## config.mk

```make
export PLATFORM = sky130hd
export DESIGN_NAME = hpgd_dist
export DESIGN_NICKNAME = d
export VERILOG_FILES = /design/src/sv/hpgd_pkg.sv /design/src/sv/hpgd_dist.sv
export SDC_FILE = /design/constraint.sdc
export NUM_CORES = 2
export LEC_CHECK = 0
export BUFFER_PORTS_ARGS = -buffer_cell sky130_fd_sc_hd__buf_4
export CAP_MARGIN = 25
export CELL_PAD_IN_SITES_DETAIL_PLACEMENT = 0
export CELL_PAD_IN_SITES_GLOBAL_PLACEMENT = 1
export CORE_MARGIN = 1.5
export CORE_UTILIZATION = 52
export CTS_BUF_LIST = sky130_fd_sc_hd__clkbuf_2
export CTS_CLUSTER_SIZE = 20
export DETAILED_ROUTE_END_ITERATION = 10
export PLACE_DENSITY = 0.92
export SLEW_MARGIN = 20
export SYNTH_ARGS = -nofsm -noshare
export SYNTH_HDL_FRONTEND = slang
export SYNTH_SLANG_ARGS = --single-unit
```

## constraint.sdc

```tcl
create_clock -name clk -period 1.5 [get_ports clk]
set_clock_uncertainty 0.15 [all_clocks]
set_input_delay 0.15 -clock clk [delete_from_list [all_inputs] [get_ports clk]]
set_output_delay 0.15 -clock clk [all_outputs]
set_load 0.02 [all_outputs]
```

## src/sv/hpgd_pkg.sv

```systemverilog
// Package: shared types and constants for the hand press gesture detector.
package hpgd_pkg;

	localparam int TimeW   = 32;
	localparam int CoordW  = 14;
	localparam int DiffW   = CoordW + 1;
	localparam int SqW     = 2 * CoordW;
	localparam int SumW    = SqW + 2;
	localparam int MsW     = 16;
	localparam int MmW     = 10;
	localparam int MmSqW   = 2 * MmW;
	localparam int ApbAddrW = 5;
	localparam int ApbDataW = 32;

	localparam logic [MsW-1:0] HistoryMsRst       = 16'd2000;
	localparam logic [MsW-1:0] StartEarliestMsRst = 16'd500;
	localparam logic [MsW-1:0] StartLatestMsRst   = 16'd100;
	localparam logic [MmW-1:0] StillLimitMmRst    = 10'd20;
	localparam logic [MmW-1:0] TravelLimitMmRst   = 10'd20;

	typedef logic signed [CoordW-1:0] coord_t;

	typedef struct packed {
		coord_t x;
		coord_t y;
		coord_t z;
	} pos_t;

	typedef struct packed {
		logic [TimeW-1:0] time_ms;
		pos_t             pos;
	} entry_t;

	typedef struct packed {
		logic [MsW-1:0] history_ms;
		logic [MsW-1:0] start_earliest_ms;
		logic [MsW-1:0] start_latest_ms;
		logic [MmW-1:0] still_limit_mm;
		logic [MmW-1:0] travel_limit_mm;
	} cfg_t;

	typedef struct packed {
		logic           valid;
		logic           over_hist;
		logic           in_window;
		logic           y_below;
		logic [SqW-1:0] sq_x;
		logic [SqW-1:0] sq_y;
		logic [SqW-1:0] sq_z;
	} dist_t;

	typedef enum logic [2:0] {
		REG_HISTORY_MS        = 3'd0,
		REG_START_EARLIEST_MS = 3'd1,
		REG_START_LATEST_MS   = 3'd2,
		REG_STILL_LIMIT_MM    = 3'd3,
		REG_TRAVEL_LIMIT_MM   = 3'd4
	} reg_idx_t;

	typedef enum logic [1:0] {
		ST_IDLE,
		ST_SCAN_START,
		ST_SCAN_TRAVEL,
		ST_FINISH
	} state_t;

endpackage

```

## src/sv/hpgd_dist.sv

```systemverilog
// Shared distance unit: per-axis squares, age window flags and y test, registered.
module hpgd_dist (
	input  logic              clk,
	input  logic              arst_n,
	input  logic              valid_s1,
	input  hpgd_pkg::entry_t  entry_s1,
	input  hpgd_pkg::entry_t  cur,
	input  hpgd_pkg::cfg_t    cfg,
	output hpgd_pkg::dist_t   res_s2
);

	logic signed [hpgd_pkg::DiffW-1:0]  dx, dy, dz;
	logic signed [2*hpgd_pkg::DiffW-1:0] px, py, pz;
	logic [hpgd_pkg::TimeW-1:0]          age;
	logic                                over_hist, in_window, y_below;

	logic                       valid_s2;
	logic                       over_hist_s2, in_window_s2, y_below_s2;
	logic [hpgd_pkg::SqW-1:0]   sq_x_s2, sq_y_s2, sq_z_s2;

	always_comb begin
		dx = $signed({entry_s1.pos.x[hpgd_pkg::CoordW-1], entry_s1.pos.x})
			- $signed({cur.pos.x[hpgd_pkg::CoordW-1], cur.pos.x});
		dy = $signed({entry_s1.pos.y[hpgd_pkg::CoordW-1], entry_s1.pos.y})
			- $signed({cur.pos.y[hpgd_pkg::CoordW-1], cur.pos.y});
		dz = $signed({entry_s1.pos.z[hpgd_pkg::CoordW-1], entry_s1.pos.z})
			- $signed({cur.pos.z[hpgd_pkg::CoordW-1], cur.pos.z});
		px = dx * dx;
		py = dy * dy;
		pz = dz * dz;
		// age wraps modulo 2^32, same as the timestamp
		age       = cur.time_ms - entry_s1.time_ms;
		over_hist = age > hpgd_pkg::TimeW'(cfg.history_ms);
		in_window = (age > hpgd_pkg::TimeW'(cfg.start_latest_ms))
			&& (age <= hpgd_pkg::TimeW'(cfg.start_earliest_ms));
		y_below   = $signed(entry_s1.pos.y) < $signed(cur.pos.y);
	end

	always_ff @(posedge clk or negedge arst_n) begin
		if (!arst_n) begin
			valid_s2 <= 1'b0;
		end else begin
			valid_s2 <= valid_s1;
		end
	end

	always_ff @(posedge clk) begin
		if (valid_s1) begin
			over_hist_s2 <= over_hist;
			in_window_s2 <= in_window;
			y_below_s2   <= y_below;
			sq_x_s2      <= px[hpgd_pkg::SqW-1:0];
			sq_y_s2      <= py[hpgd_pkg::SqW-1:0];
			sq_z_s2      <= pz[hpgd_pkg::SqW-1:0];
		end
	end

	assign res_s2 = '{valid: valid_s2, over_hist: over_hist_s2, in_window: in_window_s2,
		y_below: y_below_s2, sq_x: sq_x_s2, sq_y: sq_y_s2, sq_z: sq_z_s2};

endmodule

```

* Yosys cells after proc, flatten, opt, wreduce, memory -nomap -nowiden
Index checks and enable logic that the tools add are counted.
** Cells by class
- $lt $le $gt $ge :: 4
- Multipliers :: 3
- Reductions and logical operators :: 1
- Add/subtract/negate cells :: 4
** Operators by type and width (count)
- $mul 15x15->28 :: 3
- $gt 32x16->1 :: 2
- $sub 14x14->15 :: 3
- $le 32x16->1 :: 1
- $sub 32x32->32 :: 1
- $lt 14x14->1 :: 1
- $logic_and 1x1->1 :: 1
** Storage, ports and cells
- Register bits :: 88

* Longest topological paths before layout
- Depth after elaboration :: 3
- Mapped depth :: 37
- Gate-level depth less buffers :: 35

* Worst setup path after synthesis
No wires, ideal clock.
- Kind :: input -> register
- From :: input port entry_s1[28] (netlist name)
- To :: register sq_x_s2[27] (netlist name), data pin
- Setup time :: 261 ps
- Arrival :: 7857 ps
- Slack :: -6768 ps
- Buffers on the path :: 0
- Cell stages on the path :: 33
- Path through :: inv_1 > ha_1 > inv_1 > fa_1 > a21o_1 > a21oi_1 > o21ai_0 > nor3b_1 > a311oi_1 > nor3_1 > xnor2_1 > clkinv_1 > and2_1 > fa_1 > inv_1 > fa_1 > inv_1 > fa_1 > fa_1 > inv_1 > fa_1 > fa_1 > inv_1 > ha_1 > or3_1 > o31ai_1 > o21ai_0 > a21oi_1 > o21ai_0 > a2111oi_0 > or3_1 > o21ai_0 > xnor2_1
** Between the ends
- Cells in the longest elaborated chain, start to end :: 2
** Ends and longest elaborated chain
- from (decl) :: RTL line hpgd_dist.sv:6 : input hpgd_pkg::entry_t entry_s1,
- $sub 14x14->15 :: RTL line hpgd_dist.sv:23 : - $signed({cur.pos.x[hpgd_pkg::CoordW-1], cur.pos.x});
- $mul 15x15->28 :: RTL line hpgd_dist.sv:28 : px = dx * dx;
- net px (one bit) :: RTL line hpgd_dist.sv:13 : logic signed [2*hpgd_pkg::DiffW-1:0] px, py, pz;
- to (signal assigned) :: RTL line hpgd_dist.sv:52 : sq_x_s2 <= px[hpgd_pkg::SqW-1:0];
- to (decl) :: RTL line hpgd_dist.sv:19 : logic [hpgd_pkg::SqW-1:0] sq_x_s2, sq_y_s2, sq_z_s2;
The timed path passes the listed nets, and every way through them passes these cells.
A chain may end at the register's enable or synchronous reset.

* Worst setup path in the final report
- From :: input port entry_s1[0] (netlist name)
- To :: register sq_z_s2[27] (netlist name), data pin
** Between the ends
- Cells in the longest elaborated chain, start to end :: 2
** Ends and longest elaborated chain
- $sub 14x14->15 :: RTL line hpgd_dist.sv:27 : - $signed({cur.pos.z[hpgd_pkg::CoordW-1], cur.pos.z});
- $mul 15x15->28 :: RTL line hpgd_dist.sv:30 : pz = dz * dz;
- net pz (one bit) :: RTL line hpgd_dist.sv:13
- to (signal assigned) :: RTL line hpgd_dist.sv:54 : sq_z_s2 <= pz[hpgd_pkg::SqW-1:0];
- to (decl) :: RTL line hpgd_dist.sv:19
The timed path passes the listed nets, and every way through them passes these cells.

==> summary.md <==
| Metric | Value |
|---|---|
| Status | `complete, but fails checks` |
| Failing checks | `setup timing` |
| Worst slew pin tran | `0.523 ns` |
| Core footprint | `54,000 µm²` |
| Final Cycle Share | `470%` |
| Hold WC Path Type | `in -> reg` |
| Clk pin slew, worst setup/hold paths | `0.33 ns` |
| Rel. slew slack | `65.0%` |
| Worst Path Required | `1.92 ns` |
| Clock root cell | `clkbuf_2` |
| Slew Viols, Final | `0` |
| Commonest non-fill, non-tap cells in the layout | `buf_4, inv_1, fa_1` |
| Row cnt | `85` |
| Final nets | `5,347` |
| Drt wl/cell | `18.1 µm` |
| Hold buffers post-CTS | `28` |
| Clock Path Buffers | `2` |
| Initial Utilization | `52.8%` |
| Gr busiest metal | `met2` |
| DRC | `0` |
| WHS Endpoint | `sq_z_s2[3]` |
| Met3 usage | `4.17%` |
| Detailed-route via count | `26.0k` |
| DR vias/cell | `5.29` |
| Post-synth cell types | `77` |
| Yosys reg bits | `85` |
| Syn_area_per_cell | `9.08 µm²` |
| GRT met2 Usage | `55.1%` |
| Kind of critical path | `in -> reg` |
| Router iterations before antenna repair | `5` |
| Max Freq | `142 MHz` |
| Largest stage delay on the critical path | `0.55 ns` |
| Overflow after GRT | `0` |
| Cells after synthesis | `3,142` |
| Post-route minimum period | `7.05 ns` |
| DIE WIDTH | `237 µm` |
| Critical Path Fanout Max | `3` |
| Met1 Use GR | `36.1%` |
| Hold Path Depth | `5` |
| CP Capture Type | `flop` |
| # clock sinks | `85` |
| Netlist Area Pre-Place | `28,500 µm²` |
| WL final | `89.2 mm` |
| Final HPWL DP | `66.4 mm` |
| Most common cell after layout, fill and taps aside | `buf_4` |
| EDFF count, synth | `84` |
| Die Y | `237 µm` |
| Die footprint | `56,200 µm²` |
| Max Cap Violations | `0` |
| CTS buffer count | `9` |
| Worst hold start | `cur[0]` |
| Hold_ws | `0.00602 ns` |
| Synthesis Warnings | `0` |
| Dpl cell area | `37,700 µm²` |
| Drt initial violations | `1,617` |
| RSZ-0062 raised after global routing | `true` |
| Io pins | `307` |
| Post-layout instance area | `41,500 µm²` |
| Seq/Total Area, Yosys | `8.93%` |
| H-tree level count | `3` |
| Global-route usage over all layers | `30.4%` |
| CTS tree | `yes` |
| Crit start category | `input port` |
| Crit path arrival time | `7.46 ns` |
| PnR worst setup slack | `-5.55 ns` |
| IO Port Bufs | `283` |
| Initial antenna violation count | `3` |
| Asr flop ratio synth | `1.18%` |
| Crit path max-delay cell type | `fa_1` |
| Syn-to-layout area delta | `45.6%` |
| Top FF cell, synth | `edfxtp_1` |
| ANT nets after route | `0` |
| Fin. Hold Viols | `0` |
| Final Setup Violations | `162` |
| Routability cong. | `0.996` |
| Global-route wire length before repair | `137 mm` |
| Share of layout cells above drive strength 1 | `37.8%` |
| Cell repeated most along the worst path | `fa_1` |
| Vias in the first global route | `28.8k` |
| Largest net degree at the start of global routing | `46` |
cells by family (layout without fill, tap and decap cells):
logic type | Yosys count | after routing | synth area share, %
compound gates | 353 | 353 | 8.03
xor+xnor | 160 | 160 | 4.91
fa+ha+maj | 914 | 914 | 55.0
buf+inv | 963 | 2038 | 12.8
flops | 85 | 85 | 8.93
mux | 4 | 4 | 0.145
other cells | 1 | 6 | 0.0132
simple gates | 662 | 662 | 10.2
cell type report:
| type | count | area [µm²] |
|---|---|---|
| multi-input combinational | 2096 | 25200 |
| fill | 3293 | 12500 |
| timing repair buffer | 1098 | 9090 |
| inverter | 924 | 3650 |
| sequential | 85 | 2550 |
| tap | 696 | 871 |
| clock inverter | 7 | 66.3 |
| clock buffer | 9 | 45.0 |
| antenna | 3 | 7.51 |
Yosys cell counts (11+ instances only):
master / count / area (µm²)
fa_1: 566 / 11300
nor3_1: 36 / 180
xor2_1: 36 / 315
a31oi_1: 11 / 68.8
nor2_1: 232 / 871
ha_1: 348 / 4350
o21a_1: 15 / 113
and2_1: 13 / 81.3
a21o_1: 50 / 375
nand2b_1: 19 / 119
nand3_1: 21 / 105
nand2_1: 249 / 935
a211oi_1: 12 / 90.1
o21bai_1: 13 / 97.6
xnor2_1: 124 / 1090
edfxtp_1: 84 / 2520
or3_1: 11 / 68.8
clkbuf_1: 28 / 105
nor2b_1: 35 / 219
inv_1: 896 / 3360
a21oi_1: 114 / 571
o21ai_0: 65 / 325
clkinv_1: 26 / 97.6
nand4_1: 13 / 81.3
worst max-delay path: cells and delay by family:
family,cells,cell delay [ns]
AO/OA/AOI/OAI,13,2.54
buffers and inverters,6,0.65
AND/OR/NAND/NOR,4,0.36
XOR/XNOR,1,0.13
adder cells (fa/ha/maj),9,3.63
per-layer routing:
layer / routed length (µm) / vias up
met3: 4810 / 353
met1: 32900 / 12900
met4: 4790 / 0
li1: - / 11700
met5: 0 / -
met2: 46700 / 1070
sequential cells by signal, summed over array words and instances, names as in the netlist:
name / count
over_hist_s2: 1
sq_z_s2: 27
sq_x_s2: 27
in_window_s2: 1
sq_y_s2: 27
y_below_s2: 1
valid_s2: 1
worst max-delay path by stage:
stage	start	to	slack (ns)	cells past startpoint
after detailed placement	cur[15]	sq_y_s2[27]	-6.63	34
after floorplan	entry_s1[28]	sq_x_s2[27]	-6.04	33
after global routing	entry_s1[0]	sq_z_s2[27]	-5.70	38
after global placement	cur[15]	sq_y_s2[27]	-6.55	34
after CTS	entry_s1[14]	sq_y_s2[26]	-5.31	35
final	entry_s1[0]	sq_z_s2[27]	-5.55	33
metrics by stage:
step / setup WS (ns) / cells / utilization [%] / setup TNS (ns)
finish: -5.55 / 4918 / 76.9 / -339.84
CTS: -5.31 / 4866 / 74.6 / -328.48
global placement: -6.55 / 4737 / 69.8 / -384.14
floorplan: -6.04 / 3144 / - / -345.88
global route: -5.70 / 4918 / 76.9 / -355.47
detailed placement: -6.63 / 4737 / 69.8 / -392.61
repair_timing:
| action | 4_1_cts | 5_1_grt |
|---|---|---|
| setup buffers | 97 | 68 |
| endpoints found under the hold margin | 98 | 2 |
| endpoints found under the setup margin | 161 | 163 |
| gates cloned | 0 | 0 |
| pin swaps | 235 | 195 |
| resized for setup | 363 | 196 |
Power is left out: the tool's default activity adds up to more than one toggle a clock period on the data nets, which glitch-free logic cannot reach.
