File: src/sv/hpgd_pkg.sv
// Package: shared types and constants for the hand press gesture detector.
package hpgd_pkg;

	localparam int TimeW   = 32;
	localparam int CoordW  = 14;
	localparam int DiffW   = CoordW + 1;
	localparam int SqW     = 2 * CoordW;
	localparam int SumW    = SqW + 2;
	localparam int MsW     = 16;
	localparam int MmW     = 10;
	localparam int MmSqW   = 2 * MmW;
	localparam int ApbAddrW = 5;
	localparam int ApbDataW = 32;

	localparam logic [MsW-1:0] HistoryMsRst       = 16'd2000;
	localparam logic [MsW-1:0] StartEarliestMsRst = 16'd500;
	localparam logic [MsW-1:0] StartLatestMsRst   = 16'd100;
	localparam logic [MmW-1:0] StillLimitMmRst    = 10'd20;
	localparam logic [MmW-1:0] TravelLimitMmRst   = 10'd20;

	typedef logic signed [CoordW-1:0] coord_t;

	typedef struct packed {
		coord_t x;
		coord_t y;
		coord_t z;
	} pos_t;

	typedef struct packed {
		logic [TimeW-1:0] time_ms;
		pos_t             pos;
	} entry_t;

	typedef struct packed {
		logic [MsW-1:0] history_ms;
		logic [MsW-1:0] start_earliest_ms;
		logic [MsW-1:0] start_latest_ms;
		logic [MmW-1:0] still_limit_mm;
		logic [MmW-1:0] travel_limit_mm;
	} cfg_t;

	typedef struct packed {
		logic           valid;
		logic           over_hist;
		logic           in_window;
		logic           y_below;
		logic [SqW-1:0] sq_x;
		logic [SqW-1:0] sq_y;
		logic [SqW-1:0] sq_z;
	} dist_t;

	typedef enum logic [2:0] {
		REG_HISTORY_MS        = 3'd0,
		REG_START_EARLIEST_MS = 3'd1,
		REG_START_LATEST_MS   = 3'd2,
		REG_STILL_LIMIT_MM    = 3'd3,
		REG_TRAVEL_LIMIT_MM   = 3'd4
	} reg_idx_t;

	typedef enum logic [1:0] {
		ST_IDLE,
		ST_SCAN_START,
		ST_SCAN_TRAVEL,
		ST_FINISH
	} state_t;

endpackage

File: src/sv/hpgd_cfg.sv
// Configuration register file behind an APB-style port.
module hpgd_cfg (
	input  logic                           clk,
	input  logic                           arst_n,
	input  logic                           psel,
	input  logic                           penable,
	input  logic                           pwrite,
	input  logic [hpgd_pkg::ApbAddrW-1:0]  paddr,
	input  logic [hpgd_pkg::ApbDataW-1:0]  pwdata,
	output logic [hpgd_pkg::ApbDataW-1:0]  prdata,
	output logic                           pready,
	output hpgd_pkg::cfg_t                 cfg
);

	hpgd_pkg::cfg_t cfg_q;
	logic           wr_en;
	logic [2:0]     reg_sel;

	assign pready  = 1'b1;
	assign wr_en   = psel & penable & pwrite & pready;
	assign reg_sel = paddr[4:2];
	assign cfg     = cfg_q;

	always_ff @(posedge clk or negedge arst_n) begin
		if (!arst_n) begin
			cfg_q.history_ms        <= hpgd_pkg::HistoryMsRst;
			cfg_q.start_earliest_ms <= hpgd_pkg::StartEarliestMsRst;
			cfg_q.start_latest_ms   <= hpgd_pkg::StartLatestMsRst;
			cfg_q.still_limit_mm    <= hpgd_pkg::StillLimitMmRst;
			cfg_q.travel_limit_mm   <= hpgd_pkg::TravelLimitMmRst;
		end else if (wr_en) begin
			case (reg_sel)
				hpgd_pkg::REG_HISTORY_MS: begin
					cfg_q.history_ms <= pwdata[hpgd_pkg::MsW-1:0];
				end
				hpgd_pkg::REG_START_EARLIEST_MS: begin
					cfg_q.start_earliest_ms <= pwdata[hpgd_pkg::MsW-1:0];
				end
				hpgd_pkg::REG_START_LATEST_MS: begin
					cfg_q.start_latest_ms <= pwdata[hpgd_pkg::MsW-1:0];
				end
				hpgd_pkg::REG_STILL_LIMIT_MM: begin
					cfg_q.still_limit_mm <= pwdata[hpgd_pkg::MmW-1:0];
				end
				hpgd_pkg::REG_TRAVEL_LIMIT_MM: begin
					cfg_q.travel_limit_mm <= pwdata[hpgd_pkg::MmW-1:0];
				end
				default: begin
				end
			endcase
		end
	end

	always_comb begin
		case (reg_sel)
			hpgd_pkg::REG_HISTORY_MS:        prdata = 32'(cfg_q.history_ms);
			hpgd_pkg::REG_START_EARLIEST_MS: prdata = 32'(cfg_q.start_earliest_ms);
			hpgd_pkg::REG_START_LATEST_MS:   prdata = 32'(cfg_q.start_latest_ms);
			hpgd_pkg::REG_STILL_LIMIT_MM:    prdata = 32'(cfg_q.still_limit_mm);
			hpgd_pkg::REG_TRAVEL_LIMIT_MM:   prdata = 32'(cfg_q.travel_limit_mm);
			default:                         prdata = '0;
		endcase
	end

endmodule

File: config.mk
export PLATFORM = sky130hd
export DESIGN_NAME = hpgd_cfg
export DESIGN_NICKNAME = d
export VERILOG_FILES = /design/src/sv/hpgd_pkg.sv /design/src/sv/hpgd_cfg.sv
export SDC_FILE = /design/constraint.sdc
export NUM_CORES = 1
export LEC_CHECK = 0
export BUFFER_PORTS_ARGS = -buffer_cell sky130_fd_sc_hd__buf_4
export CORE_MARGIN = 10
export CORE_UTILIZATION = 43
export CTS_CLUSTER_SIZE = 14
export DETAILED_ROUTE_END_ITERATION = 10
export PLACE_DENSITY_LB_ADDON = 0.25
export SYNTH_ARGS = -nofsm -noshare
export SYNTH_HDL_FRONTEND = slang
export SYNTH_SLANG_ARGS = --single-unit
File: constraint.sdc
create_clock -name clk -period 1.05 [get_ports clk]
set_input_delay 0.0525 -clock clk [delete_from_list [all_inputs] [get_ports clk]]
set_output_delay 0.0525 -clock clk [all_outputs]
set_load 0.05 [all_outputs]
# Word level (Yosys, flattened, before mapping)
# Cells that the tools add are included.
word_totals:
  regBits: 68
  inputBits: 42
  out_inout_bits: 101
  word_cells: 18
classes:
  n_bitwise: 2
  reduce_logical: 6
  muxes: 1
  eq_ne: 4
op_table:
  columns: ["op", "n"]
  rows:
  - ["16-bit one-hot mux with 5 select lines", 1]
  - ["2-bit AND reduction", 5]
  - ["3-bit by 2-bit == test with 1-bit output (second input constant)", 2]
  - ["3-bit by 1-bit == test with 1-bit output (second input constant)", 1]
  - ["3-bit == test (second input constant)", 1]
  - ["3-bit zero test", 1]
  - ["1-bit bitwise AND", 2]

# Logic depth before layout (Yosys ltp)
# Gate-level depths: netlist of the first run.
logic_depth:
  ltp_word: 3
  ltp_mapped: 6
  mapped_depth_nobuf: 3

# Worst setup path before layout of the first run
# No wires, ideal clock.
synth_timing:
  path_type: "reg-to-output"
  from: "register cfg_q, in the netlist cfg[1]"
  to: "output port prdata[1] (netlist name)"
  path_slack_ns: -0.959
  n_path_buf: 0
  stages_incl_launch_ff: 4
  arrival_ns: 1.957
  t_required_ns: 0.998
  cell_sequence: "dfrtp_1 -> nand2_1 -> a2bb2oi_1 -> o21ai_0"
synth_between:
  elab_chain_cells: 1
synth_lines:
  columns: ["item", "line", "source"]
  rows:
  - ["from (decl)", "hpgd_cfg.sv:15", "hpgd_pkg::cfg_t cfg_q;"]
  - ["16-bit one-hot mux with 5 select lines", "hpgd_cfg.sv:55", "case (reg_sel)"]
  - ["to (decl)", "hpgd_cfg.sv:10", "output logic [hpgd_pkg::ApbDataW-1:0] prdata,"]
# No other way between the ends.

# Worst setup path in the final report of the first run
layout_timing:
  from: "register cfg_q, in the netlist cfg[28]"
  to: "output port prdata[8] (netlist name)"
# The elaborated chain is that of the path after synthesis.

==> results of run 1 <==
==> layout by cell type, fill, tap and decap left out, types with 6 or more instances in the layout <==
cell / Yosys / final
a21oi_4: 0 / 6
a22oi_1: 9 / 6
a32oi_2: 0 / 8
buf_4: 19 / 75
buf_6: 2 / 71
buf_8: 0 / 47
clkbuf_8: 0 / 11
conb_1: 2 / 17
dfrtp_1: 49 / 32
dfrtp_2: 0 / 17
dfstp_2: 19 / 19
dlygate4sd3_1: 0 / 17
mux2_2: 68 / 23
mux2_4: 10 / 55
mux2i_1: 6 / 6
nand2_1: 8 / 7
or2_4: 0 / 6
==> stage by stage <==
step	cells	setup slack, ns	utilization	hold WS (ns)	setup TNS (ns)
after detailed placement	512	-0.328	0.661	0.0908	-20.44
after floorplan	263	-0.384	-	-0.243	-11.96
after global placement	512	-0.298	0.661	0.0830	-19.06
after CTS	553	-0.498	0.794	0.260	-9.69
final	564	-0.490	0.827	0.253	-10.37
after global routing	564	-0.543	0.827	0.291	-12.54
==> layer usage <==
| layer | vias up | part of all wire |
|---|---|---|
| met5 | - | 0 |
| met4 | 0 | 0.023 |
| met3 | 34 | 0.051 |
| met2 | 108 | 0.54 |
| met1 | 1534 | 0.39 |
| li1 | 1282 | - |
==> cell type report <==
type / count / area, sq um
Clock inverter: 4 / 47.5
Fill cell: 386 / 1320
Inverter: 1 / 6.26
Tap cell: 102 / 128
Sequential cell: 68 / 1750
Multi-Input combinational cell: 163 / 1930
Timing Repair Buffer: 214 / 2320
Clock buffer: 12 / 155
==> worst min-delay path, stage by stage <==
cell and delay, ns:
dlygate4sd3_1 0.53, buf_4 0.12, buf_12 0.31
==> how the worst max path moves through the flow <==
| stage | startpoint | cells past startpoint | end |
|---|---|---|---|
| finish | cfg[28]$_DFFE_PN0P_ | 4 | prdata[8] |
| floorplan | cfg[62]$_DFFE_PN1P_ | 3 | prdata[10] |
| detailed placement | paddr[4] | 5 | cfg[66]$_DFFE_PN0P_ |
| global placement | paddr[4] | 5 | cfg[67]$_DFFE_PN0P_ |
| CTS | cfg[62]$_DFFE_PN1P_ | 4 | prdata[10] |
| global route | cfg[15]$_DFFE_PN0P_ | 4 | prdata[5] |
==> power groups by stage <==
stage | Sequential, uW | Clock, uW | Combinational (uW)
2_1_floorplan | 5510 | 0 | 1600
3_3_place_gp | 3650 | 0 | 5270
3_5_place_dp | 3680 | 0 | 5330
4_1_cts | 3710 | 2270 | 6330
5_1_grt | 3840 | 2410 | 6960
6_report | 3780 | 2250 | 6720
==> cells by family (layout without fill, tap and decap cells) <==
logic type	Yosys count	after routing	share of synthesized area
AO/OA/AOI/OAI	36	36	0.0727
buffers and inverters	32	231	0.0682
flip-flops	68	68	0.514
multiplexers	84	84	0.291
other	2	17	0.00224
AND/OR/NAND/NOR	26	26	0.0518
==> repair_timing <==
item | 4_1_cts | 5_1_grt
resized for setup | 150 | 53
endpoints found under the setup margin | 63 | 84
hold buffers | 17 | 0
cloned | 0 | 0
pin swaps | 9 | 9
buffers inserted | 12 | 22
hold endpoints to repair | 117 | 0
==> impl_metrics.ini, run 1 <==
[drt]
routed_wl_um = 13000
via_per_inst = 5.24
routed-via-count = 2958
drtIter0Drc = 134
drc = 0
wl_per_cell_um = 23.1
ant_nets = 0
detail_route.first_pass.iterations = 4

[floorplanning]
ios = 143
die-height_um = 108
die_x_um = 108
rows = 32
initial_utilization = 0.439
core-area_sq_um = 7650
dieArea_sq_um = 11700

[setup_path]
timing.reg2reg.setup_slack_ns = -0.10
critical_path_required_ns = 1.00
path_buf_inv = 1
worstSetupPathType = reg -> out
slowest_delay_ns = 0.41
crit_slowest_cell = dfrtp_2
critPathLaunchType = register
crit_fanout = 2
crit_family = flip-flops
cp-end-kind = primary output
cp_cell_sequence = mux2_4 -> a32oi_2 -> o21ai_4 -> buf_6
r2r_cells = 4
rr_startpoint = cfg[18]$_DFFE_PN0P_
regToRegEndpoint = cfg[18]$_DFFE_PN0P_
worstPathArrival_ns = 1.49

[timing]
worst_slack_ns = -0.490
rsz0062_at_grt = yes
fmax_mhz = 649
fin_crit_ns = 1.54
slew_violations = 0
period_share = 1.47
finalSetupViolations = 62
fin_worst_skew_ns = 0
hold_viol_final = 0

[grt]
met2_usage = 0.372
met3_usage = 0.0464
first_global_vias = 3324
grt_pass1_wl_um = 18900
grt-ovfl-total = 0
gr-usage-met1 = 0.238
busiest_layer = met2
track_usage = 0.208
grt_max_degree = 69
antenna_found_initial = 0

[logic_synthesis]
postSynthAreaPerCell_sq_um = 13.5
synth_top_area_share = 0.365
ys.flop_type = dfrtp_1
synth-seq-cells = 68
ys_types = 28
synth_area_sq_um = 3360
yosys.area.top_type = dfrtp_1
synthCells = 248
yosysMostFrequentCell = mux2_2
synthArstFlopShare = 1.00
ys_top_cells_by_count = mux2_2 (68), dfrtp_1 (49), buf_4 (19), dfstp_2 (19)
yosys-top-cells-area = dfrtp_1 (37%), mux2_2 (23%), dfstp_2 (15%), mux2_4 (4.5%), buf_4 (4.3%)
yosysSeqAreaShare = 0.514
synth_edf_count = 0
ys_warn_count = 0

[power]
p_leak_uw = 0.00295
p_int_uw = 7600
ir_drop_v = 0.00122
finalPower_uw = 12700
switching_power_uw = 5150
clockPowerShare = 0.176
pwr-share-comb = 0.527
switching_share = 0.404
power-per-cell-area_nw_per_um2 = 2010
p_seq_frac = 0.297

[job]
max-cap-violations = 0

[place]
hpwl_um = 7960
port_buffers = 107
gp_congestion = 0.821
place_area_sq_um = 5060

[status]
violations = setup timing
status = finished, violations left

[cts]
root_buffer = clkbuf_8
cts_buffers = 9
cts_sinks = 68
clockBufferDepth = 2
clk_pin_slew_ns = 0.08
worstSkewPairLatency_ns = 0.34
tritoncts = yes
htreeDepth = 3

[finish]
drive_above_1_share = 0.799
largest_reg_flops = 68
final_area_sq_um = 6330
nets = 499
area_growth_pct = 88.6
n_antenna_cell = 0

[worst_hold_path]
worstHoldPathType = in -> async
Note: power is estimated with default switching activity, not from simulation.
==> run 2: changes to the inputs <==
--- a/config.mk
+++ b/config.mk
@@ -11,6 +11,7 @@
 export CTS_CLUSTER_SIZE = 14
 export DETAILED_ROUTE_END_ITERATION = 10
 export PLACE_DENSITY_LB_ADDON = 0.25
+export REMOVE_ABC_BUFFERS = 1
 export SYNTH_ARGS = -nofsm -noshare
 export SYNTH_HDL_FRONTEND = slang
 export SYNTH_SLANG_ARGS = --single-unit
==> run 2 against run 1 <==
  * The run still ends with setup timing left
  * Fmax is 0.56% lower
  * Final cell count is 1.6% higher
  * Sequential cell count stayed put
  * Largest cell class unchanged
  * Core utilization is 3.3 points lower
  * Die area stayed put
  * First-iteration DRC count is 36% lower
  * Combinational power is 2% lower
  * Sequential share of layout area is 0.81 points higher
  * Critical endpoint is now prdata[10]
  * Clock power is 2% lower
==> impl_metrics.ini, run 2 (same netlist as run 1, synthesis figures left out) <==
[finish]
nets = 508
multi_input_area_sq_um = 1580
final_cell_mix = buf_4 (79), buf_6 (75), mux2_2 (64), dfrtp_1 (49), buf_8 (42)
drive_above_1_share = 0.724
register_area_sq_um = 1730
n_antenna_cell = 0
final_area_sq_um = 6070
num-fill-cells = 438
final_common_cell = buf_4
area_growth_pct = 80.9
largest_reg_flops = 68
final_core_util = 0.794

[setup_path]
critical_path_required_ns = 1.00
crit_path_end = prdata[10]
crit_slowest_cell = dfstp_2
slowest_delay_ns = 0.55
timing.reg2reg.setup_slack_ns = -0.04
worstPathArrival_ns = 1.50
crit_fanout = 2
crit_cells = 4
critPathLaunchType = register
regToRegEndpoint = cfg[65]$_DFFE_PN0P_
cp_cell_sequence = mux2i_1 -> or2_4 -> a21oi_4 -> buf_6
cp-end-kind = primary output
crit_family = flip-flops
path_buf_inv = 1
cp-startpoint = cfg[62]$_DFFE_PN1P_
r2r_cells = 4
rr_startpoint = cfg[65]$_DFFE_PN0P_
worstSetupPathType = reg -> out

[timing]
slew_violations = 0
hold_viol_final = 0
fin_crit_ns = 1.55
rsz0062_at_grt = yes
worst_slack_ns = -0.499
fmax_mhz = 646
finalSetupViolations = 56
period_share = 1.47
fin_worst_skew_ns = 0

[floorplanning]
initial_utilization = 0.439
core-area_sq_um = 7650
die_x_um = 108
rows = 32
die-height_um = 108
dieArea_sq_um = 11700
ios = 143

[grt]
grt_max_degree = 69
track_usage = 0.197
grt_pass1_wl_um = 17900
first_global_vias = 3246
antenna_found_initial = 0
grt-ovfl-total = 0

[status]
violations = setup timing
status = finished, violations left

[cts]
cts_buffers = 9
clk_pin_slew_ns = 0.08
cts_sinks = 68
clockBufferDepth = 2
htreeDepth = 3
worstSkewPairLatency_ns = 0.34
tritoncts = yes
root_buffer = clkbuf_8

[drt]
via_per_inst = 5.01
drtIter0Drc = 86
detail_route.first_pass.iterations = 4
routed-via-count = 2871
drc = 0
ant_nets = 0
wl_per_cell_um = 21.3
routed_wl_um = 12200

[power]
ir_drop_v = 0.00136
p_leak_uw = 0.00289
power-per-cell-area_nw_per_um2 = 2050

[job]
max-cap-violations = 0

[place]
post-place-ws_ns = -0.339
place_area_sq_um = 4790
hpwl_um = 7750
port_buffers = 107
gp_congestion = 0.779

[worst_hold_path]
worstHoldPathType = in -> async
## run 2: changes by cell type in the layout (fill, tap and decap cells not counted), sizes merged
cell      before  now
clkbuf        12   14
clkinvlp       1    0
clkinv         2    1
buf          197  206
## run 2: power by group
| part | internal, uW | switching, uW | leakage (uW) |
|---|---|---|---|
| combinational | 3030 | 3560 | 0.00197 |
| sequential | 3240 | 436 | 0.000825 |
| clock | 1230 | 980 | 0.000101 |
| total | 7500 | 4970 | 0.00289 |
## run 2: worst min path at each step
stage / start / end / slack, ns / depth (start not counted)
global route: arst_n / cfg[34]$_DFFE_PN0P_ / 0.33 / 3
global placement: arst_n / cfg[34]$_DFFE_PN0P_ / 0.09 / 2
detailed placement: arst_n / cfg[34]$_DFFE_PN0P_ / 0.08 / 2
CTS: arst_n / cfg[34]$_DFFE_PN0P_ / 0.27 / 3
floorplan: arst_n / cfg[0]$_DFFE_PN0P_ / -0.24 / 0
finish: arst_n / cfg[34]$_DFFE_PN0P_ / 0.27 / 3
## run 2: layer usage
layer / GRT usage / share of wire / vias to the layer above
met3: 0.0666 / 0.076 / 12
met1: 0.221 / 0.39 / 1445
met4: 0.0546 / 0.0099 / 0
met5: 0 / 0 / -
met2: 0.347 / 0.53 / 101
li1: - / - / 1313
## run 2: what timing repair did
item | 4_1_cts | 5_1_grt
endpoints found under the setup margin | 64 | 85
resized for setup | 178 | 52
cloned | 0 | 0
setup buffers | 11 | 31
pin swaps | 7 | 9
hold endpoints to repair | 107 | 0
hold buffers | 17 | 0
## run 2: worst register-to-register path, cell delays in order (launching register included)
cell and delay, ns:
dfrtp_1 0.40, buf_6 0.12, buf_6 0.11, buf_6 0.10, mux2_4 0.25
## run 2: through the flow
stage	total power [uW]	hold WS [ns]	std cells	setup TNS, ns
2_1_floorplan	6650	-0.243	232	-36.75
3_5_place_dp	8730	0.0837	522	-20.64
3_3_place_gp	8650	0.0861	522	-19.19
5_1_grt	13000	0.330	573	-12.27
4_1_cts	12000	0.266	559	-9.06
6_report	12500	0.273	573	-9.69
## run 2: area by class of cell
| type | count | share of cell area |
|---|---|---|
| timing repair buffer | 223 | 0.402 |
| tap | 102 | 0.0210 |
| inverter | 1 | 0.000618 |
| clock inverter | 2 | 0.00577 |
| sequential | 68 | 0.284 |
| multi-input combinational | 163 | 0.260 |
| clock buffer | 14 | 0.0268 |
==> run 3: changes to the inputs <==
--- a/config.mk
+++ b/config.mk
@@ -5,6 +5,7 @@
 export SDC_FILE = /design/constraint.sdc
 export NUM_CORES = 1
 export LEC_CHECK = 0
+export ABC_AREA = 1
 export BUFFER_PORTS_ARGS = -buffer_cell sky130_fd_sc_hd__buf_4
 export CORE_MARGIN = 10
 export CORE_UTILIZATION = 43
@@ -12,6 +13,7 @@
 export DETAILED_ROUTE_END_ITERATION = 10
 export PLACE_DENSITY_LB_ADDON = 0.25
 export REMOVE_ABC_BUFFERS = 1
+export SETUP_SLACK_MARGIN = 0.5
 export SYNTH_ARGS = -nofsm -noshare
 export SYNTH_HDL_FRONTEND = slang
 export SYNTH_SLANG_ARGS = --single-unit
==> run 3 against run 2 <==
  * The flow finishes with violations (hold timing, setup timing)
  * Clock skew is the same
  * Critical path depth grew 1
  * Global-route usage grew 2.9 points
  * Largest power group unchanged
==> impl_metrics.ini, run 3 <==
[setup_path]
critical_path_required_ns = 1.00
worstPathArrival_ns = 1.41
cp-end-kind = primary output
crit_fanout = 2
critPathLaunchType = register
worstSetupPathType = reg -> out

[logic_synthesis]
synthArstFlopShare = 1.00
ys_types = 24
synth_area_sq_um = 3390
yosys-top-cells-area = dfrtp_1 (36%), dfstp_2 (15%), nand2_1 (13%), o21ai_0 (6.9%), inv_1 (4.8%)
synthCells = 412
ys_warn_count = 0
postSynthAreaPerCell_sq_um = 8.22
synth_top_area_share = 0.362
yosysMostFrequentCell = nand2_1
synth_edf_count = 0
yosysSeqAreaShare = 0.509
synth-seq-cells = 68
ys_top_cells_by_count = nand2_1 (113), dfrtp_1 (49), o21ai_0 (47)
ys.flop_type = dfrtp_1
yosys.area.top_type = dfrtp_1

[floorplanning]
core-area_sq_um = 7690
die-height_um = 109
dieArea_sq_um = 11800
die_x_um = 109
rows = 32
ios = 143
initial_utilization = 0.441

[finish]
nets = 692
finalNonFillerCells = 757
final_common_cell = buf_6
final_area_sq_um = 6950
n_antenna_cell = 0
drive_above_1_share = 0.592
area_growth_pct = 105
largest_reg_flops = 68
final_cell_mix = buf_6 (110), nand2_1 (72), buf_8 (61), buf_4 (59), dfrtp_1 (45)

[drt]
wl_per_cell_um = 23.0
drtIter0Drc = 359
ant_nets = 0
drc = 0
routed_wl_um = 17400
routed-via-count = 4263
detail_route.first_pass.iterations = 6
via_per_inst = 5.63

[timing]
period_share = 1.39
fin_crit_ns = 1.46
worst_hold_slack_ns = -0.319
fmax_mhz = 683
finalSetupViolations = 64
hold_viol_final = 71
slew_violations = 0
setup_tns_ns = -10.74
fin_worst_skew_ns = 0
rsz0062_at_grt = yes
worst_slack_ns = -0.413

[place]
hpwl_um = 7910
port_buffers = 107
post-place-ws_ns = -0.183
place_area_sq_um = 4580
dp_cells = 652
gp_congestion = 0.850

[power]
switching_power_uw = 5590
finalPower_uw = 13300
p_leak_uw = 0.00340
clockPowerShare = 0.190
p_int_uw = 7680
ir_drop_v = 0.00133
p_seq_frac = 0.286
pwr-share-comb = 0.524
switching_share = 0.421
power-per-cell-area_nw_per_um2 = 1910

[cts]
htreeDepth = 3
cts_buffers = 9
worstSkewPairLatency_ns = 0.35
root_buffer = clkbuf_8
cts_sinks = 68
clk_pin_slew_ns = 0.08
tritoncts = yes
clockBufferDepth = 2

[grt]
antenna_found_initial = 0
track_usage = 0.225
first_global_vias = 3851
grt_pass1_wl_um = 20700
grt-ovfl-total = 0
grt_max_degree = 69

[status]
violations = hold timing, setup timing
status = finished, violations left

[worst_hold_path]
worstHoldPathType = in -> async

[job]
max-cap-violations = 0
-- run 3: cell types whose count changed after synthesis, sizes merged, moves of 9 or more --
cell   previous run  this run
nor2              2        22
inv               1        48
a32oi            10         0
nand3             1        31
a22oi             9         0
o21ai            10        76
mux2             78         0
nand2             8       116
nand4             0        11
-- run 3: timing repair --
item,CTS,global route
pin swaps,59,52
endpoints found under the hold margin,75,59
setup endpoints to repair,152,152
resized for setup,249,157
gates cloned,4,3
setup buffers,37,45
-- run 3: critical path: stages, from the launching register on --
cell	delay, ns
dfrtp_1	0.40
nand4_1	0.11
nand2_1	0.10
nor2_1	0.15
nand2_1	0.12
buf_6	0.17
-- run 3: cell type report --
type,count,area [sq um]
Tap cell,102,128
Timing Repair Buffer,246,2940
Clock inverter,4,72.6
Fill cell,258,737
Inverter,48,215
Multi-Input combinational cell,277,1720
Sequential cell,68,1730
Clock buffer,12,145
-- run 3: worst paths after layout --
path | start | to | slack [ns] | cells after the start
min reg2reg | cfg[12]$_DFFE_PN1P_ | cfg[12]$_DFFE_PN1P_ | 0.49 | 2
min in group clk | pwdata[7] | cfg[17]$_DFFE_PN0P_ | -0.11 | 3
max in group asynchronous | arst_n | cfg[12]$_DFFE_PN1P_ | 1.01 | 2
min | arst_n | cfg[20]$_DFFE_PN0P_ | -0.32 | 2
max reg2reg | cfg[20]$_DFFE_PN0P_ | cfg[20]$_DFFE_PN0P_ | 0.05 | 5
max | cfg[23]$_DFFE_PN0P_ | prdata[3] | -0.41 | 5
-- run 3: metrics by stage --
| step | hold slack [ns] | util |
|---|---|---|
| 2_1_floorplan | -0.243 | - |
| 3_3_place_gp | 0.0897 | 0.596 |
| 3_5_place_dp | 0.0874 | 0.596 |
| 6_report | -0.319 | 0.904 |
| 4_1_cts | -0.287 | 0.778 |
| 5_1_grt | -0.291 | 0.904 |
-- run 3: logic make-up after synthesis --
kind of cell | synth area share
simple gates | 0.236
compound gates | 0.119
buf+inv | 0.134
other cells | 0.00222
flops | 0.509
-- run 3: layer usage --
metal | wire length [um] | vias to the layer above | part of all wire | GRT usage
met5 | 0 | - | 0 | 0
met4 | 809 | 0 | 0.046 | 0.102
met3 | 1700 | 92 | 0.097 | 0.0643
met2 | 8950 | 335 | 0.51 | 0.398
met1 | 5960 | 2069 | 0.34 | 0.246
li1 | - | 1767 | - | -
-- run 3: power by group through the flow --
stage	logic [uW]	registers (uW)	clock network, uW
after floorplan	1030	5410	0
after global placement	4360	3630	0
after detailed placement	4400	3650	0
after CTS	5720	3650	2450
after global routing	7200	3820	2610
final	6950	3800	2520
